### src/crcf_pkg.sv
`timescale 1ns / 1ps
// ----------------------------------------------------------------------------
// crcf_pkg: shared types and constants of the CRC-16 packet framer
// Payload structs, the job descriptor passed from front to back, and limits.
// ----------------------------------------------------------------------------
package crcf_pkg;

  localparam logic [7:0]  CHUNK_MAX   = 8'd255;
  localparam logic [15:0] MAX_MESSAGE = 16'hFFFF;
  localparam logic [15:0] CRC_POLY    = 16'h1021;
  localparam logic [7:0]  START_RST   = 8'h01;
  localparam logic [7:0]  END_RST     = 8'h04;
  localparam int unsigned QUEUE_DEPTH = 4;

  typedef enum logic {
    CFG_START = 1'b0,
    CFG_END   = 1'b1
  } crcf_cfg_e;

  typedef enum logic [2:0] {
    ST_HEAD,
    ST_LEN,
    ST_DATA,
    ST_CRC_HI,
    ST_CRC_LO,
    ST_END_A,
    ST_END_B
  } crcf_step_e;

  typedef struct packed {
    logic        kind;
    logic [7:0]  data_byte;
    logic [15:0] remaining;
  } crcf_in_t;

  typedef struct packed {
    logic [7:0] out_byte;
    logic       last;
  } crcf_out_t;

  typedef struct packed {
    logic        hdr;
    logic [7:0]  len;
    logic        pay;
    logic [7:0]  data;
    logic        trl;
    logic [15:0] crc;
  } crcf_job_t;

  typedef struct packed {
    logic [7:0] start_byte;
    logic [7:0] end_byte;
  } crcf_cfg_t;

endpackage

### src/crc16_packet_framer.sv
`timescale 1ns / 1ps
// ----------------------------------------------------------------------------
// crc16_packet_framer: CRC-16 packet framer, top level
// Wraps a byte stream into start/length/payload/CRC/end frames.
//
//   channel  | signals                              | role
//   ---------+--------------------------------------+---------------------------
//   in       | in_valid_i, in_ready_o, in_data_i    | message bytes, empty msgs
//   out      | out_valid_o, out_ready_i, out_data_o | framed byte stream
//   cfg      | cfg_we_i, cfg_idx_i, cfg_wdata_i     | start and end byte regs
//
// One input transfer a cycle while the job queue has room; each job leaves
// as 1 to 7 output transfers, one a cycle from the output register unless
// out_ready_i stalls. An item's first byte is queued, then put in that register.
// Header and trailer bytes back up into the job queue (QUEUE_DEPTH jobs).
// Reset clears chunk position, CRC, queue and output valid; no clearing pass.
// ----------------------------------------------------------------------------
module crc16_packet_framer #(
  parameter int unsigned QUEUE_DEPTH = crcf_pkg::QUEUE_DEPTH
) (
  input  logic                clk_i,
  input  logic                rst_ni,
  input  logic                in_valid_i,
  output logic                in_ready_o,
  input  crcf_pkg::crcf_in_t  in_data_i,
  output logic                out_valid_o,
  input  logic                out_ready_i,
  output crcf_pkg::crcf_out_t out_data_o,
  input  logic                cfg_we_i,
  input  logic                cfg_idx_i,
  input  logic [7:0]          cfg_wdata_i
);
  import crcf_pkg::*;

  crcf_cfg_t cfg_q;
  logic      q_full;
  logic      q_empty;
  logic      q_push;
  logic      q_pop;
  crcf_job_t q_job;
  crcf_job_t q_head;

  always_ff @(posedge clk_i or negedge rst_ni) begin
    if (!rst_ni) begin
      cfg_q.start_byte <= START_RST;
      cfg_q.end_byte   <= END_RST;
    end else if (cfg_we_i) begin
      unique case (crcf_cfg_e'(cfg_idx_i))
        CFG_START: cfg_q.start_byte <= cfg_wdata_i;
        CFG_END:   cfg_q.end_byte   <= cfg_wdata_i;
        default:   cfg_q.end_byte   <= cfg_q.end_byte;
      endcase
    end
  end

  crcf_front u_front (
    .clk_i      (clk_i),
    .rst_ni     (rst_ni),
    .in_valid_i (in_valid_i),
    .in_ready_o (in_ready_o),
    .in_data_i  (in_data_i),
    .q_full_i   (q_full),
    .q_push_o   (q_push),
    .q_job_o    (q_job)
  );

  crcf_queue #(
    .DEPTH (QUEUE_DEPTH)
  ) u_queue (
    .clk_i      (clk_i),
    .rst_ni     (rst_ni),
    .push_i     (q_push),
    .push_job_i (q_job),
    .full_o     (q_full),
    .pop_i      (q_pop),
    .empty_o    (q_empty),
    .head_o     (q_head)
  );

  crcf_back u_back (
    .clk_i       (clk_i),
    .rst_ni      (rst_ni),
    .cfg_i       (cfg_q),
    .q_empty_i   (q_empty),
    .q_head_i    (q_head),
    .q_pop_o     (q_pop),
    .out_valid_o (out_valid_o),
    .out_ready_i (out_ready_i),
    .out_data_o  (out_data_o)
  );

endmodule

### src/crcf_front.sv
`timescale 1ns / 1ps
// ----------------------------------------------------------------------------
// crcf_front: item classifier
// Tracks chunk position and running CRC, turns each data item, and each
// empty-message item outside a chunk, into a frame job.
module crcf_front (
  input  logic              clk_i,
  input  logic              rst_ni,
  input  logic              in_valid_i,
  output logic              in_ready_o,
  input  crcf_pkg::crcf_in_t in_data_i,
  input  logic              q_full_i,
  output logic              q_push_o,
  output crcf_pkg::crcf_job_t q_job_o
);
  import crcf_pkg::*;

  logic [15:0] crc_q, crc_d;
  logic [7:0]  left_q, left_d;
  logic        accept;
  logic [15:0] rem_sat;
  logic [15:0] rem_one;
  logic [7:0]  chunk_len;
  logic [7:0]  left_cur;
  logic [7:0]  left_nxt;
  logic [15:0] crc_base;
  logic [15:0] crc_new;

  function automatic logic [15:0] crc_byte(input logic [15:0] crc, input logic [7:0] b);
    logic [15:0] c;
    c = crc ^ {b, 8'h00};
    for (int i = 0; i < 8; i++) begin
      c = c[15] ? ((c << 1) ^ CRC_POLY) : (c << 1);
    end
    return c;
  endfunction

  assign in_ready_o = !q_full_i;
  assign accept     = in_valid_i && in_ready_o;

  always_comb begin
    rem_sat   = (in_data_i.remaining > MAX_MESSAGE) ? MAX_MESSAGE : in_data_i.remaining;
    rem_one   = (rem_sat == 16'd0) ? 16'd1 : rem_sat;
    chunk_len = (rem_one > {8'h00, CHUNK_MAX}) ? CHUNK_MAX : rem_one[7:0];
    left_cur  = (left_q == 8'd0) ? chunk_len : left_q;
    crc_base  = (left_q == 8'd0) ? 16'h0000 : crc_q;
    crc_new   = crc_byte(crc_base, in_data_i.data_byte);
    left_nxt  = left_cur - 8'd1;
  end

  always_comb begin
    q_push_o = 1'b0;
    q_job_o  = '0;
    crc_d    = crc_q;
    left_d   = left_q;
    if (accept) begin
      if (in_data_i.kind) begin
        if (left_q == 8'd0) begin
          q_push_o    = 1'b1;
          q_job_o.hdr = 1'b1;
          q_job_o.trl = 1'b1;
        end
      end else begin
        q_push_o     = 1'b1;
        q_job_o.hdr  = (left_q == 8'd0);
        q_job_o.len  = chunk_len;
        q_job_o.pay  = 1'b1;
        q_job_o.data = in_data_i.data_byte;
        q_job_o.trl  = (left_nxt == 8'd0);
        q_job_o.crc  = crc_new;
        crc_d        = (left_nxt == 8'd0) ? 16'h0000 : crc_new;
        left_d       = left_nxt;
      end
    end
  end

  always_ff @(posedge clk_i or negedge rst_ni) begin
    if (!rst_ni) begin
      crc_q  <= '0;
      left_q <= '0;
    end else begin
      crc_q  <= crc_d;
      left_q <= left_d;
    end
  end

endmodule

### src/crcf_queue.sv
`timescale 1ns / 1ps
// ----------------------------------------------------------------------------
// crcf_queue: job queue
// Small first-in first-out store between classifier and byte sequencer.
// ----------------------------------------------------------------------------
module crcf_queue #(
  parameter int unsigned DEPTH = crcf_pkg::QUEUE_DEPTH
) (
  input  logic                clk_i,
  input  logic                rst_ni,
  input  logic                push_i,
  input  crcf_pkg::crcf_job_t push_job_i,
  output logic                full_o,
  input  logic                pop_i,
  output logic                empty_o,
  output crcf_pkg::crcf_job_t head_o
);
  import crcf_pkg::*;

  localparam int unsigned PW = (DEPTH > 1) ? $clog2(DEPTH) : 1;
  localparam int unsigned CW = $clog2(DEPTH + 1);

  crcf_job_t       mem_q [DEPTH];
  logic [PW-1:0]   wr_q, wr_d, rd_q, rd_d;
  logic [CW-1:0]   cnt_q, cnt_d;

  assign full_o  = (cnt_q == CW'(DEPTH));
  assign empty_o = (cnt_q == '0);
  assign head_o  = mem_q[rd_q];

  always_comb begin
    wr_d  = wr_q;
    rd_d  = rd_q;
    cnt_d = cnt_q;
    if (push_i) begin
      wr_d = (wr_q == PW'(DEPTH - 1)) ? '0 : wr_q + PW'(1);
    end
    if (pop_i) begin
      rd_d = (rd_q == PW'(DEPTH - 1)) ? '0 : rd_q + PW'(1);
    end
    if (push_i && !pop_i) begin
      cnt_d = cnt_q + CW'(1);
    end else if (pop_i && !push_i) begin
      cnt_d = cnt_q - CW'(1);
    end
  end

  always_ff @(posedge clk_i) begin
    if (push_i) begin
      mem_q[wr_q] <= push_job_i;
    end
  end

  always_ff @(posedge clk_i or negedge rst_ni) begin
    if (!rst_ni) begin
      wr_q  <= '0;
      rd_q  <= '0;
      cnt_q <= '0;
    end else begin
      wr_q  <= wr_d;
      rd_q  <= rd_d;
      cnt_q <= cnt_d;
    end
  end

endmodule

### src/crcf_back.sv
`timescale 1ns / 1ps
// ----------------------------------------------------------------------------
// crcf_back: frame byte sequencer
// Walks the head job through header, payload and trailer, one byte a cycle
// unless out_ready_i stalls the output.
module crcf_back (
  input  logic                clk_i,
  input  logic                rst_ni,
  input  crcf_pkg::crcf_cfg_t cfg_i,
  input  logic                q_empty_i,
  input  crcf_pkg::crcf_job_t q_head_i,
  output logic                q_pop_o,
  output logic                out_valid_o,
  input  logic                out_ready_i,
  output crcf_pkg::crcf_out_t out_data_o
);
  import crcf_pkg::*;

  crcf_step_e state_q, state_d;
  crcf_step_e cur;
  crcf_step_e nxt;
  logic       has_nxt;
  logic       load;
  logic [7:0] byte_sel;
  logic       valid_q, valid_d;
  crcf_out_t  data_q, data_d;

  assign load = !q_empty_i && (!valid_q || out_ready_i);

  always_comb begin
    if (state_q != ST_HEAD) begin
      cur = state_q;
    end else if (q_head_i.hdr) begin
      cur = ST_HEAD;
    end else if (q_head_i.pay) begin
      cur = ST_DATA;
    end else begin
      cur = ST_CRC_HI;
    end
  end

  always_comb begin
    nxt     = ST_HEAD;
    has_nxt = 1'b1;
    unique case (cur)
      ST_HEAD:   nxt = ST_LEN;
      ST_LEN: begin
        if (q_head_i.pay) begin
          nxt = ST_DATA;
        end else if (q_head_i.trl) begin
          nxt = ST_CRC_HI;
        end else begin
          has_nxt = 1'b0;
        end
      end
      ST_DATA: begin
        if (q_head_i.trl) begin
          nxt = ST_CRC_HI;
        end else begin
          has_nxt = 1'b0;
        end
      end
      ST_CRC_HI: nxt = ST_CRC_LO;
      ST_CRC_LO: nxt = ST_END_A;
      ST_END_A:  nxt = ST_END_B;
      ST_END_B:  has_nxt = 1'b0;
      default:   has_nxt = 1'b0;
    endcase
  end

  always_comb begin
    state_d = state_q;
    if (load) begin
      state_d = has_nxt ? nxt : ST_HEAD;
    end
  end

  always_comb begin
    unique case (cur)
      ST_HEAD:   byte_sel = cfg_i.start_byte;
      ST_LEN:    byte_sel = q_head_i.len;
      ST_DATA:   byte_sel = q_head_i.data;
      ST_CRC_HI: byte_sel = q_head_i.crc[15:8];
      ST_CRC_LO: byte_sel = q_head_i.crc[7:0];
      ST_END_A:  byte_sel = cfg_i.end_byte;
      ST_END_B:  byte_sel = cfg_i.end_byte;
      default:   byte_sel = cfg_i.end_byte;
    endcase
    q_pop_o = load && !has_nxt;
    valid_d = load ? 1'b1 : (valid_q && !out_ready_i);
    data_d  = load ? crcf_out_t'{out_byte: byte_sel, last: !has_nxt} : data_q;
  end

  assign out_valid_o = valid_q;
  assign out_data_o  = data_q;

  always_ff @(posedge clk_i) begin
    data_q <= data_d;
  end

  always_ff @(posedge clk_i or negedge rst_ni) begin
    if (!rst_ni) begin
      state_q <= ST_HEAD;
      valid_q <= 1'b0;
    end else begin
      state_q <= state_d;
      valid_q <= valid_d;
    end
  end

endmodule

### config.mk
export PLATFORM = sky130hd
export DESIGN_NAME = crc16_packet_framer
export DESIGN_NICKNAME = d
export VERILOG_FILES = /design/src/crcf_pkg.sv /design/src/crc16_packet_framer.sv /design/src/crcf_front.sv /design/src/crcf_queue.sv /design/src/crcf_back.sv
export SDC_FILE = /design/constraint.sdc
export NUM_CORES = 1
export LEC_CHECK = 0
export ABC_AREA = 1
export BUFFER_PORTS_ARGS = -buffer_cell sky130_fd_sc_hd__buf_4
export CAP_MARGIN = 25
export CORE_UTILIZATION = 45
export DETAILED_ROUTE_END_ITERATION = 12
export HOLD_SLACK_MARGIN = 0.05
export SYNTH_ARGS = -nofsm -noshare
export SYNTH_HDL_FRONTEND = slang
export SYNTH_SLANG_ARGS = --single-unit
### constraint.sdc
create_clock -name clk_i -period 4 [get_ports clk_i]
set_input_delay 0.2 -clock clk_i [delete_from_list [all_inputs] [get_ports clk_i]]
set_output_delay 0.2 -clock clk_i [all_outputs]
set_load 0.005 [all_outputs]
==> results.md, run 1 <==
- Critical path's slowest cell: dfrtp_2
- # fillers: 1,747
- GR Util All Layers: 20.62%
- First-pass GRT wire length: 31.44 mm
- Hold depth: 3
- Hpwl dp: 13.12 mm
- Reg2reg setup slack: 0.78 ns
- Synth unique cells: 42
- Final instance area: 0.01033 sq mm
- GR Overflow Total: 0
- Max-slew headroom: 34.00%
- Peak VDD IR: 0.3274 mV
- Area leader, netlist: edfxtp_1
- Most frequent cell after synthesis: nand2_1
- Power Density: 715.5 mW/mm^2
- Placed Area: 0.009711 sq mm
- Post-CTS Setup Repair Bufs: 0
- Pleak: 4.214 nW
- Yosys reg bits: 200
- Die Ht: 143.9 microns
- Core Box Area: 0.01959 sq mm
- Max-slew violation count: 0
- Routed Antenna Nets: 0
- Most used cell, CP: nand2_2
- IO Port Bufs: 49
- CP Class: flip-flop to flip-flop
- Footprint of the multi-input gates: 0.002853 sq mm
- Pint: 4.511 mW
- Syn Std Cell Area: 0.009057 sq mm
- Final Hold Viols: 0
- Family with the most delay on the worst path: simple AND/OR/NAND/NOR gates
- Worst path cell trace: inv_2 > nand2_1 > nand3_1 > nand2_1 > a21oi_2 > nor3_4 > nand2_2 > nand2_2 > nor2_4 > nand2_2 > ha_1 > inv_1 > fa_1 > a21oi_1 > o21ai_0 > xnor2_1
- CP endpoint kind: flip-flop
- Detailed Routing Iterations Pass 1: 4
- CTS tree: done
- Cts hold-fix bufs: 6
- Root buf cell: clkbuf_16
- DR iter-0 viols: 472
- RSZ-0062 raised after global routing: no
- Fin nets: 991
- Top cells by area, synth: edfxtp_1 49%, dfrtp_1 14%, nand2_1 8.1%
- Worst setup SP type: flip-flop
- GP Congestion: 0.8181
- Reg power frac: 40.4%
- Sum of negative setup slack: 0 ns
- CTS Buffer Depth: 2
- Routed WL per cell: 16.59 microns
- Initial Util: 46.23%
- Post-synth top area share: 49.40%
- Setup Skew: 0.01395 ns
- Reg area: 0.005754 sq mm
- Sequential cell area fraction in the yosys report: 63.52%
- Residual DRC count: 0
- Mapped Nets: 940
- Drt via density: 5.188
- Sw frac: 38.99%
- EDFF count, synth: 149
- Worst-Skew Late Latency: 0.44 ns
- Share of layout cells above drive strength 1: 14.54%
- H-tree Lvls: 4
- Area Growth Syn to Fin: 14.09%
- Row count: 51
- Post-synth ARST share: 25.50%
- Die width: 143.9 microns
- Setup violators final: 0
- Hold Startpoint: cfg_wdata_i[6]
- Routed WL: 20.25 mm
- Worst reg-to-reg path cell count: 16
- Clock power frac: 22.1%
- IO Pins: 50
- Switching power: 2.883 mW
- # Max-Cap Violations: 0
- Synth Warn #: 0
- N_diodes: 0
- WP data arrival: 3.53 ns
- Die ar.: 0.02070 sq mm
- Clock slew at reported path FFs: 0.08 ns
- Vias: 6,334
- Crit path largest cell delay: 0.65 ns
- Antenna violations before repair: 0
- Cts bufs inserted: 17
- CP bufs+invs: 2
- Worst-margin pin slew: 0.9863 ns
- Final period utilization: 80.49%
- Commonest cells post-synth: 195 x nand2_1, 149 x edfxtp_1, 113 x nor2_1, 100 x o21ai_0, 78 x inv_1
- Largest net degree at the start of global routing: 52
- PostCTS Resize Cnt: 0
- Reg2reg start: u_queue.rd_q[0]
- Comb pwr share: 37.5%
- Vias in the first global route: 5,935
- FF-to-FF End: u_queue.cnt_q[2]
- Crit Path Max Fanout: 29
- Status: completed
- Gate count of the mapped netlist: 892
- Achievable Freq: 310.6 MHz
- Post-layout min period: 3.220 ns
- Hold Crit Endpoint: cfg_q[14]
- Ys flop type: edfxtp_1
- Pwr Total: 7.394 mW
- Clock sinks: 200
- Data required, critical path: 4.31 ns
- Hold crit path type: primary input to flip-flop
- Syn_area_per_cell: 10.15 sq um
## through the flow
| stage | util, % | setup WS (ns) | instances | hold WS (ns) |
|---|---|---|---|---|
| 3_5_place_dp | 49.57 | 0.8197 | 1183 | 0.3005 |
| 2_1_floorplan | - | 0.8267 | 892 | -0.09559 |
| 3_3_place_gp | 49.57 | 0.9315 | 1183 | 0.2912 |
| 5_1_grt | 52.75 | 0.4457 | 1221 | 0.06945 |
| 6_report | 52.75 | 0.7803 | 1221 | 0.06287 |
| 4_1_cts | 52.75 | 0.8108 | 1221 | 0.05197 |
## placed cells by master (no fill, tap or decap), types with 8 or more instances in the layout
master / count
nand3_1: 41
nor2_1: 108
dfrtp_1: 48
nand2_2: 11
inv_1: 78
nand2_1: 195
buf_4: 62
ha_1: 8
o21ai_0: 100
edfxtp_1: 149
a21oi_1: 33
clkbuf_16: 17
o22ai_1: 22
## how the worst max path moves through the flow
stage | to | start | slack, ns | depth (start not counted)
2_1_floorplan | u_queue.mem_q[0][0] | u_front.left_q[0] | 0.83 | 8
3_3_place_gp | u_queue.cnt_q[2] | u_queue.rd_q[0] | 0.93 | 16
3_5_place_dp | u_queue.cnt_q[1] | u_front.left_q[5] | 0.82 | 11
4_1_cts | u_queue.cnt_q[1] | u_front.left_q[5] | 0.81 | 11
5_1_grt | u_queue.cnt_q[2] | u_queue.rd_q[0] | 0.45 | 16
6_report | u_queue.cnt_q[2] | u_queue.rd_q[0] | 0.78 | 16
## layout make-up
class                   instances  area share, %
inverters                      81          2.966
multi-input cells             575          27.61
flip-flops and latches        200          55.68
clock buffers                  17          4.117
repair buffers                 68          5.085
well taps                     265          3.209
clock inverters                15          1.332
## worst register-to-register path: cells and delay by family (launching register included)
kind | cells | cell delay, ns
xor+xnor | 1 | 0.15
fa+ha+maj | 2 | 0.52
buf+inv | 2 | 0.32
compound gates | 3 | 0.37
simple gates | 8 | 1.07
flops | 1 | 0.65
## kinds of logic after synthesis
| family | count (synthesis) | share of synthesized area [%] |
|---|---|---|
| and+or+nand+nor | 385 | 17.85 |
| DFF | 200 | 63.52 |
| AOI/OAI and AO/OA | 167 | 10.08 |
| buffers and inverters | 117 | 5.346 |
| xor gates and xnor gates | 13 | 1.754 |
| adders and majority gates | 9 | 1.326 |
| muxes | 1 | 0.1243 |
## routing by layer
layer	up-vias	share of wire (%)	global-route usage [%]
met2	156	47	33.54
li1	3101	-	-
met1	3063	48	28.36
met4	0	1.1	5.543
met3	14	4.4	3.699
met5	-	0	0
## state kept, by name, indices dropped and copies added (netlist names)
register,cells
u_queue.wr_q,2
u_queue.mem_q,140
u_back.state_q,3
cfg_q,16
u_queue.cnt_q,3
u_back.out_valid_o,1
u_front.left_q,8
u_front.crc_q,16
u_back.out_data_o,9
u_queue.rd_q,2
## power groups by stage
stage	logic, mW	registers [mW]	clock network, mW
finish	2.77	2.99	1.63
global route	3.13	3.04	1.73
CTS	2.79	2.99	1.67
detailed placement	2.77	3.03	0
global placement	2.74	3.02	0
floorplan	2.00	2.97	0
(Power assumes the default switching activity.)
==> run 2, diff against run 1 <==
clock period = 3.4 ns   (was 4 ns; I/O delays follow)
==> run 2 against run 1 <==
  * Fmax rose by 11%
  * Global-route usage fell by 0.058 points
  * Critical path depth rose by 1
  * Die area did not move
  * Clock skew fell by 0.0021 ns
  * Register-to-register slack got worse by 0.27 ns
  * Via count fell by 2.1%
  * Cell count rose by 0.74%
  * Clock-buffer cell count rose by 2
  * Flip-flop and latch count did not move
  * First-iteration DRC count fell by 0.42%
  * Critical path type unchanged
  * Largest cell class unchanged
  * Largest power group unchanged
==> results.md, run 2 (synthesis results as in run 1) <==
- Status: completed
- IO Port Bufs: 49 (unchanged)
- Final Hold Viols: 0 (unchanged)
- Clock slew at reported path FFs: 0.07 ns (about the same)
- Crit Path Max Fanout: 19 (-34%)
- Power Density: 840.2 mW/mm^2 (+17%)
- CP endpoint kind: flip-flop
- Data required, critical path: 3.71 ns (-0.60 ns)
- WP data arrival: 3.20 ns (-0.33 ns)
- Setup violators final: 0 (unchanged)
- CP Class: flip-flop to flip-flop
- Area Growth Syn to Fin: 15.65%
- # placed instances: 1,188 (+0.42%)
- GR Overflow Total: 0 (unchanged)
- CTS tree: done
- Setup Skew: 0.01180 ns (-0.002148 ns)
- Clock sinks: 200 (unchanged)
- Vias: 6,198 (-2.1%)
- Die ar.: 0.02070 sq mm (unchanged)
- Most common cell after layout, fill and taps aside: nand2_1
- Hold crit path type: primary input to flip-flop
- N_diodes: 0 (unchanged)
- First-pass GRT wire length: 31.34 mm (-0.33%)
- Max-slew headroom: 51.72% (+18 points)
- Comb pwr share: 38.3% (+0.8 points)
- Pleak: 4.277 nW (+1.5%)
- Sw frac: 38.15% (-0.84 points)
- Worst-Skew Late Latency: 0.43 ns (about the same)
- Routed WL: 19.91 mm (-1.7%)
- IO Pins: 50 (unchanged)
- Core Box Area: 0.01959 sq mm (unchanged)
- Post-layout min period: 2.891 ns (-0.3283 ns)
- Share of layout cells above drive strength 1: 14.82% (+0.28 points)
- CTS Buffer Depth: 2 (unchanged)
- Reg power frac: 39.3% (-1.1 points)
- Worst setup SP type: flip-flop
- Die Ht: 143.9 microns (unchanged)
- Max-slew violation count: 0 (unchanged)
- Peak VDD IR: 0.4061 mV (+24%)
- Final period utilization: 85.04% (+4.5 points)
- Routed Antenna Nets: 0 (unchanged)
- Initial Util: 46.23% (unchanged)
- # fillers: 1,710 (-2.1%)
- Clock power frac: 22.4% (+0.3 points)
- RSZ-0062 raised after global routing: no
- Worst-margin pin slew: 0.7187 ns (-0.2676 ns)
- GR Util All Layers: 20.56% (-0.058 points)
- Biggest regs: u_queue.mem_q: 140 flops, cfg_q: 16 flops, u_front.crc_q: 16 flops
- H-tree Lvls: 4 (unchanged)
- Cts bufs inserted: 17 (unchanged)
- GP Congestion: 0.7772 (-5.0%)
- Largest register FFs: 140 (unchanged)
- DR iter-0 viols: 470 (-0.42%)
- Pint: 5.444 mW (+21%)
- Drt via density: 5.039 (-2.9%)
- Row count: 51 (unchanged)
- Largest net degree at the start of global routing: 52 (unchanged)
- Achievable Freq: 345.9 MHz (+11%)
- Switching power: 3.357 mW (+16%)
- Hpwl dp: 12.86 mm (-2.0%)
- Fin nets: 1,000 (+0.91%)
- Detailed Routing Iterations Pass 1: 4 (unchanged)
- Residual DRC count: 0 (unchanged)
- Die width: 143.9 microns (unchanged)
- Root buf cell: clkbuf_16
- Fin cells: 1,230 (+0.74%)
- Sum of negative setup slack: 0 ns (unchanged)
- Vias in the first global route: 5,754 (-3.0%)
- Antenna violations before repair: 0 (unchanged)
- # Max-Cap Violations: 0 (unchanged)
- Routed WL per cell: 16.19 microns (-2.4%)
- Top reg by flops: u_queue.mem_q
- Most used cells in the layout excluding fill and tap cells: 195 x nand2_1, 149 x edfxtp_1, 108 x nor2_1
-- run 2: cell types whose count changed in the layout (fill, tap and decap cells not counted), sizes merged --
cell | before | now
buf | 62 | 67
bufinv | 0 | 1
clkbuf | 17 | 19
clkinv | 6 | 4
clkinvlp | 2 | 1
dlygate4sd3 | 6 | 10
-- run 2: power by group through the flow --
stage                     Sequential [mW]  Combinational (mW)  Clock [mW]
after floorplan                      3.49                2.36           0
after global placement               3.50                3.33           0
after detailed placement             3.51                3.36           0
after CTS                            3.46                3.39        2.00
after global routing                 3.51                3.83        2.08
final                                3.46                3.37        1.97
-- run 2: layout make-up --
type                       instances  area, sq um  share of cell area, %
clock inverter                    13        133.9                  1.278
tap                              265        331.6                  3.165
multi-input combinational        575         2853                  27.23
timing repair buffer              77        653.1                  6.235
inverter                          81        306.5                  2.926
clock buffer                      19        442.9                  4.228
sequential                       200         5754                  54.93
-- run 2: path summary, 6_finish.rpt --
check / from / end / slack, ns / cells past startpoint
worst max-delay path: u_queue.rd_q[0] / u_queue.cnt_q[2] / 0.51 / 17
worst min-delay path: in_data_i[24] / u_queue.mem_q[2][16] / 0.20 / 3
worst max register to register: u_queue.rd_q[0] / u_queue.cnt_q[2] / 0.51 / 17
worst min register to register: u_front.crc_q[5] / u_front.crc_q[5] / 0.48 / 2
max in group asynchronous: rst_ni / u_queue.rd_q[0] / 2.53 / 2
min in group asynchronous: rst_ni / u_front.crc_q[15] / 0.33 / 2
-- run 2: stage by stage --
stage / hold slack, ns / area (sq um) / setup slack [ns] / power [mW] / util (%)
2_1_floorplan: -0.1256 / 9057 / 0.2267 / 5.846 / -
3_3_place_gp: 0.2660 / 9798 / 0.5830 / 6.831 / 50.02
3_5_place_dp: 0.2657 / 9798 / 0.5158 / 6.868 / 50.02
4_1_cts: 0.1857 / 10480 / 0.4922 / 8.849 / 53.47
5_1_grt: 0.1964 / 10480 / 0.2106 / 9.428 / 53.47
6_report: 0.2012 / 10480 / 0.5086 / 8.801 / 53.47
-- run 2: metal layers --
metal | global-route usage (%) | wire length [microns] | vias to the layer above
met5 | 0 | 0 | -
li1 | - | - | 3114
met2 | 31.43 | 9062 | 143
met4 | 5.823 | 204 | 0
met3 | 4.332 | 926 | 10
met1 | 29.54 | 9720 | 2931
-- run 2: worst max-delay path, stage by stage, from the launching register on --
cell     delay [ns]
dfrtp_2        0.44
inv_2          0.26
nand2_1        0.09
nand3_1        0.10
nand2_1        0.09
nand2_1        0.08
o21ai_2        0.07
nor3_4         0.33
nand2_2        0.10
nand2_2        0.11
nor2_4         0.04
nand2_2        0.08
ha_1           0.14
inv_1          0.07
fa_1           0.38
a21oi_1        0.15
o21ai_0        0.11
xnor2_1        0.13
-- run 2: timing repair --
action | CTS | global route
endpoints found under the hold margin | 64 | 0
setup buffers | 0 | 0
setup endpoints to repair | 0 | 0
hold buffers | 10 | 0
gates resized for setup | 0 | 0
